[config.mk]
export PLATFORM = sky130hd
export DESIGN_NAME = bds_ctrl
export DESIGN_NICKNAME = d
export VERILOG_FILES = /design/src/hw/rtl/bds_pkg.sv /design/src/hw/rtl/bds_ctrl.sv
export SDC_FILE = /design/constraint.sdc
export NUM_CORES = 1
export LEC_CHECK = 0
export BUFFER_PORTS_ARGS = -buffer_cell sky130_fd_sc_hd__buf_2
export CAP_MARGIN = 20
export CORE_ASPECT_RATIO = 1.25
export CORE_UTILIZATION = 45
export DETAILED_ROUTE_END_ITERATION = 6
export PLACE_DENSITY = 0.72
export RECOVER_POWER = 25
export SKIP_CTS_REPAIR_TIMING = 1
export SLEW_MARGIN = 25
export SYNTH_ARGS = -nofsm -noshare
export SYNTH_HDL_FRONTEND = slang
export SYNTH_SLANG_ARGS = --single-unit
export TNS_END_PERCENT = 10
[constraint.sdc]
create_clock -name i_clk -period 3.7 [get_ports i_clk]
set_input_delay 0.74 -clock i_clk [delete_from_list [all_inputs] [get_ports i_clk]]
set_output_delay 0.74 -clock i_clk [all_outputs]
set_load 0.02 [all_outputs]
[src/hw/rtl/bds_pkg.sv]
// Package with shared types and constants of the bilinear RGB565 downscaler.
`default_nettype none
package bds_pkg;

    localparam int MAX_DIM   = 512;
    localparam int DIM_W     = 10;
    localparam int POS_W     = 9;
    localparam int NUM_W     = 19;
    localparam int RECIP_W   = 17;
    localparam int WGT_W     = 9;
    localparam int DIV_STEPS = NUM_W;
    localparam int CNT_W     = 5;

    localparam logic [2:0] CFG_SRC_W   = 3'd0;
    localparam logic [2:0] CFG_SRC_H   = 3'd1;
    localparam logic [2:0] CFG_DST_W   = 3'd2;
    localparam logic [2:0] CFG_DST_H   = 3'd3;
    localparam logic [2:0] CFG_X_RECIP = 3'd4;
    localparam logic [2:0] CFG_Y_RECIP = 3'd5;

    localparam logic [1:0] CH_RED   = 2'd0;
    localparam logic [1:0] CH_GREEN = 2'd1;
    localparam logic [1:0] CH_BLUE  = 2'd2;

    typedef enum logic [3:0] {
        S_IDLE,
        S_DIV_START,
        S_DIV_WAIT,
        S_DIV_STORE,
        S_PLAN,
        S_WGT,
        S_CHAN,
        S_OUT,
        S_UPDATE
    } t_state;

    typedef struct packed {
        logic       accept;
        logic       div_start;
        logic       store;
        logic [1:0] j;
        logic       wgt;
        logic       chan;
        logic [1:0] ch;
        logic       out_load;
        logic       last;
        logic       r;
        logic       c;
        logic       update;
    } t_cmd;

    typedef struct packed {
        logic       div_done;
        logic [1:0] nr;
        logic [1:0] nc;
        logic       out_free;
    } t_sts;

endpackage
`default_nettype wire

[src/hw/rtl/bds_ctrl.sv]
// Controller state machine sequencing divisions, blends and result beats.
`default_nettype none
module bds_ctrl
    import bds_pkg::*;
(
    input  wire logic i_clk,
    input  wire logic i_rst_n,
    input  wire logic i_in_valid,
    output logic      o_in_ready,
    input  wire t_sts i_sts,
    output t_cmd      o_cmd
);

    t_state     r_state, n_state;
    logic [1:0] r_j;
    logic       r_r, r_c;
    logic [1:0] r_ch;
    logic       c_last, last_row;

    assign c_last   = ({1'b0, r_c} + 2'd1) == i_sts.nc;
    assign last_row = ({1'b0, r_r} + 2'd1) == i_sts.nr;

    always_comb begin
        n_state = r_state;
        case (r_state)
            S_IDLE:      if (i_in_valid) n_state = S_DIV_START;
            S_DIV_START: n_state = S_DIV_WAIT;
            S_DIV_WAIT:  if (i_sts.div_done) n_state = S_DIV_STORE;
            S_DIV_STORE: n_state = (r_j == 2'd3) ? S_PLAN : S_DIV_START;
            S_PLAN: begin
                if (i_sts.nr == 2'd0 || i_sts.nc == 2'd0) n_state = S_UPDATE;
                else n_state = S_WGT;
            end
            S_WGT:       n_state = S_CHAN;
            S_CHAN:      if (r_ch == CH_BLUE) n_state = S_OUT;
            S_OUT: begin
                if (i_sts.out_free) n_state = (c_last && last_row) ? S_UPDATE : S_WGT;
            end
            S_UPDATE:    n_state = S_IDLE;
            default:     n_state = S_IDLE;
        endcase
    end

    always_comb begin
        o_cmd           = '0;
        o_cmd.j         = r_j;
        o_cmd.ch        = r_ch;
        o_cmd.r         = r_r;
        o_cmd.c         = r_c;
        o_cmd.last      = c_last && last_row;
        o_in_ready      = 1'b0;
        case (r_state)
            S_IDLE: begin
                o_in_ready   = 1'b1;
                o_cmd.accept = i_in_valid;
            end
            S_DIV_START: o_cmd.div_start = 1'b1;
            S_DIV_STORE: o_cmd.store     = 1'b1;
            S_WGT:       o_cmd.wgt       = 1'b1;
            S_CHAN:      o_cmd.chan      = 1'b1;
            S_OUT:       o_cmd.out_load  = i_sts.out_free;
            S_UPDATE:    o_cmd.update    = 1'b1;
            default:     o_cmd           = o_cmd;
        endcase
    end

    always_ff @(posedge i_clk) begin
        if (!i_rst_n) begin
            r_state <= S_IDLE;
            r_j     <= '0;
            r_r     <= 1'b0;
            r_c     <= 1'b0;
            r_ch    <= '0;
        end else begin
            r_state <= n_state;
            case (r_state)
                S_IDLE:      r_j <= '0;
                S_DIV_STORE: r_j <= r_j + 2'd1;
                S_PLAN: begin
                    r_r <= 1'b0;
                    r_c <= 1'b0;
                end
                S_WGT:       r_ch <= CH_RED;
                S_CHAN:      r_ch <= r_ch + 2'd1;
                S_OUT: begin
                    if (i_sts.out_free) begin
                        if (c_last) begin
                            r_c <= 1'b0;
                            r_r <= r_r + 1'b1;
                        end else begin
                            r_c <= r_c + 1'b1;
                        end
                    end
                end
                default: r_j <= r_j;
            endcase
        end
    end

endmodule
`default_nettype wire

After elaboration in Yosys (flattened, before gate mapping)

Index checks and enable logic that the tools add are counted.

Add/sub/neg operators: 6
$mul: 0
Divide/modulo/power cells: 0
$lt $le $gt $ge: 0
Equal/unequal tests: 17
Shifts and indexed selects: 0
Muxes and demuxes: 24
Bitwise operators: 0
Reduce and logical (&&, ||, !) cells: 11

Operators by type and width:

| kind                                                            | count |
|---|---|
| 4-bit case mux with 8 select lines                              | 1 |
| 4-bit 2-to-1 mux                                                | 6 |
| 4-bit by 3-bit == test with 1-bit output, second input constant | 4 |
| 1-bit 2-to-1 mux                                                | 12 |
| 2-bit inequality test, second input constant                    | 5 |
| 4-bit by 2-bit == test with 1-bit output, second input constant | 2 |
| 2-bit case mux with 2 select lines                              | 2 |
| 2-bit nonzero test                                              | 3 |
| 1-bit by 1-bit adder with 2-bit output, second input constant   | 2 |
| 2-bit by 1-bit adder with 2-bit output, second input constant   | 2 |
| 2-bit == test                                                   | 2 |
| 2-bit == test, second input constant                            | 2 |
| 4-bit by 1-bit == test with 1-bit output, second input constant | 1 |
| 4-bit == test, second input constant                            | 1 |
| 2-bit logical NOT                                               | 2 |
| 4-bit logical NOT                                               | 1 |
| 1-bit case mux with 2 select lines                              | 2 |
| 4-bit AND reduction                                             | 1 |
| 3-bit 2-to-1 mux                                                | 1 |
| 3-bit AND reduction                                             | 1 |
| 1-bit adder, second input constant                              | 2 |
| 2-bit AND reduction                                             | 1 |
| 1-bit logical AND                                               | 1 |
| 1-bit logical OR                                                | 1 |

Bits in registers: 10
Bits in latches: 0
Memory bits (writable): 0
Bits in read-only memories: 0
Input bits: 9
Output and inout port bits: 15
Logic and storage cells: 63
Memories kept: 0

Depth between registers and ports, before layout

Depth in word-level cells: 6
Depth in mapped cells: 5
Gate-level depth less buffers: 5

Worst setup path before layout

No wires, ideal clock.

Path type: input port to output port
From: input i_sts[4] (netlist name)
To: output o_cmd[3] (netlist name)
Arrival: 1.446 ns
Required time: 2.960 ns
Setup slack: 1.514 ns
Cell stages on the path: 2
Path buffers: 0
Path through: or3b_2 a2bb2oi_4

RTL lines:

| item        | RTL line       | source |
|---|---|---|
| from (decl) | bds_ctrl.sv:10 | `input wire t_sts i_sts,` |
| to (decl)   | bds_ctrl.sv:11 | `output t_cmd o_cmd` |

==> metrics.cfg <==
[outcome]
status = completed

[detailed_routing]
drc = 0
viasPerCell = 5.78
wirelength_um = 1850
dr.first_iter.drc_count = 9
post_drt_wl_per_cell_um = 13.5
via_count = 792
first_pass_iters = 4
ant_nets = 0

[sta]
max_slew.worst_pin.slew_ns = 0.514
finClkSkew_ns = 0.000706
finalCritPeriodShare_pct = 65.9
period_needed_ns = 2.44
drv_slew = 0
finalSetupViolCount = 0
relSlewSlack_pct = 65.7
clock.fmax_ghz = 0.410
tns_ns = 0
rsz0062_at_grt = no
hold_viol = 0

[logic_synthesis]
async_flop_share_pct = 0
ys_ff_latch = 10
ys_seq_area_share_pct = 26.0
syn_area_per_cell_um2 = 7.79
synth_cell_type_count = 39
synth_fp_nets = 110
syn_area_um2 = 771
yosysWarnings = 0
synth_edf_count = 0
synthCells = 99
synthFlopType = dfxtp_1

[placed_design]
hpwl_um = 1350
gp_congestion = 0.761
port_buffers = 23
place_inst = 133

[clock_network]
cts_tree = yes
clock_path_buffers = 2
clk_latency_ns = 0.27
path_clk_slew_ns = 0.07
root_buffer = clkbuf_4
cts_buffers = 3
cts_htree_levels = 1
cts.sinks = 10

[global_routing]
grt_usage_pct = 22.8
grt_max_degree = 18
gr-total-overflow = 0
antenna_found_initial = 0
grt_pass1_wl_um = 2990
grt_pass1_vias = 717

[floorplanning]
fp.coreArea_um2 = 1580
die-height_um = 48.3
die_area_um2 = 1880
start_util_pct = 48.7
ios = 24
die_x_um = 39.0
rows = 16

[finish]
drive_above_1_share_pct = 25.2
mostFrequentLayoutCells = 21 x buf_2, 10 x nand2_1, 10 x dfxtp_1
final_common_cell = buf_2
diodes = 0
final_cells = 137
nNetsFinal = 131
areaGrowthSynthToFinish_pct = 17.5

[setup_path]
critPathCaptureType = output port
required_ns = 2.96
cp_data_arrival_time_ns = 1.70
start_kind = input pin
crit_chain = buf_2 > or3b_2 > a2bb2oi_4 > buf_2
critical-path-slowest-cell = or3b_2
path_class = input pin to output port
crit_top_cell = buf_2
cp_slowest_stage_delay_ns = 0.47
worstPathMaxFanout = 4

[run]
maxCapViolCount = 0

[power_and_ir_drop]
power_w = 0.000288
power_density_nw_per_um2 = 318
max-vdd-ir-drop_v = 0.000160
p_leak_nw = 0.417

[worst_hold_path]
hp-class = flop to flop

-- through the flow --
stage                     setup slack, ns  hold slack, ns  instance area, um^2  util, %
after floorplan                      1.51           0.478                  771        -
after global placement               1.29           0.484                  872     55.1
after detailed placement             1.26           0.502                  872     55.1
after CTS                            1.26           0.512                  908     57.4
after global routing                 1.17           0.554                  906     57.3
final                                1.26           0.511                  906     57.3
-- state kept, by name, indices dropped and copies added (netlist names) --
signal and cells:
r_j 2, r_state 4, r_ch 2, r_r 1, r_c 1
-- synth_stat cells, drive strengths merged (3+ instances only) --
cell     n  area [um^2]
nand3b   3         22.5
nor2     7         26.3
and3     3         18.8
clkbuf   3         11.3
o21ai    8         43.8
dfxtp   10          200
nor2b    7         43.8
a21boi   3         22.5
inv      4         15.0
buf      4         25.0
nor3     5         25.0
nand2   10         37.5
-- critical path: cells and delay by family --
kind	cells	cell delay, ns
simple gates	1	0.47
buf+inv	2	0.30
compound gates	1	0.19
-- path summary, 6_finish.rpt --
path                                               from  slack (ns)  cells after the start                      end
worst max-delay path                           i_sts[4]        1.26                      4                 o_cmd[3]
worst min-delay path               r_ch[1]$_SDFFE_PN0P_        0.51                      2     r_ch[1]$_SDFFE_PN0P_
worst max register to register  r_state[1]$_SDFFE_PN0P_        1.87                      4  r_state[0]$_SDFFE_PN0P_
worst min register to register     r_ch[1]$_SDFFE_PN0P_        0.51                      2     r_ch[1]$_SDFFE_PN0P_
-- cell families after synthesis --
family	Yosys count	synth area share (%)
multiplexers	2	2.76
AND/OR/NAND/NOR	49	36.7
AO/OA/AOI/OAI	25	24.7
flip-flops	10	26.0
buffers and inverters	11	6.65
adder cells (fa/ha/maj)	2	3.25
-- power breakdown --
group | leakage [nW] | switching [W] | internal, W
sequential | 0.0810 | 0.0000139 | 0.000111
clock | 0.0210 | 0.0000431 | 0.0000599
combinational | 0.315 | 0.0000345 | 0.0000252
total | 0.417 | 0.0000915 | 0.000196
-- layer usage --
layer / track usage [%] / vias to the layer above / routed length, um
met4: 11.0 / 0 / 36
met1: 26.9 / 362 / 842
met2: 40.3 / 27 / 898
met3: 3.20 / 5 / 74
met5: 0 / - / 0
li1: - / 398 / -
-- area by class of cell --
type | count | area [um^2]
repair buffers | 23 | 113
multi-input cells | 78 | 519
clock buffers | 4 | 36.3
fillers | 162 | 676
flip-flops and latches | 10 | 200
well taps | 18 | 22.5
inverters | 4 | 15.0
(Power assumes the default switching activity.)
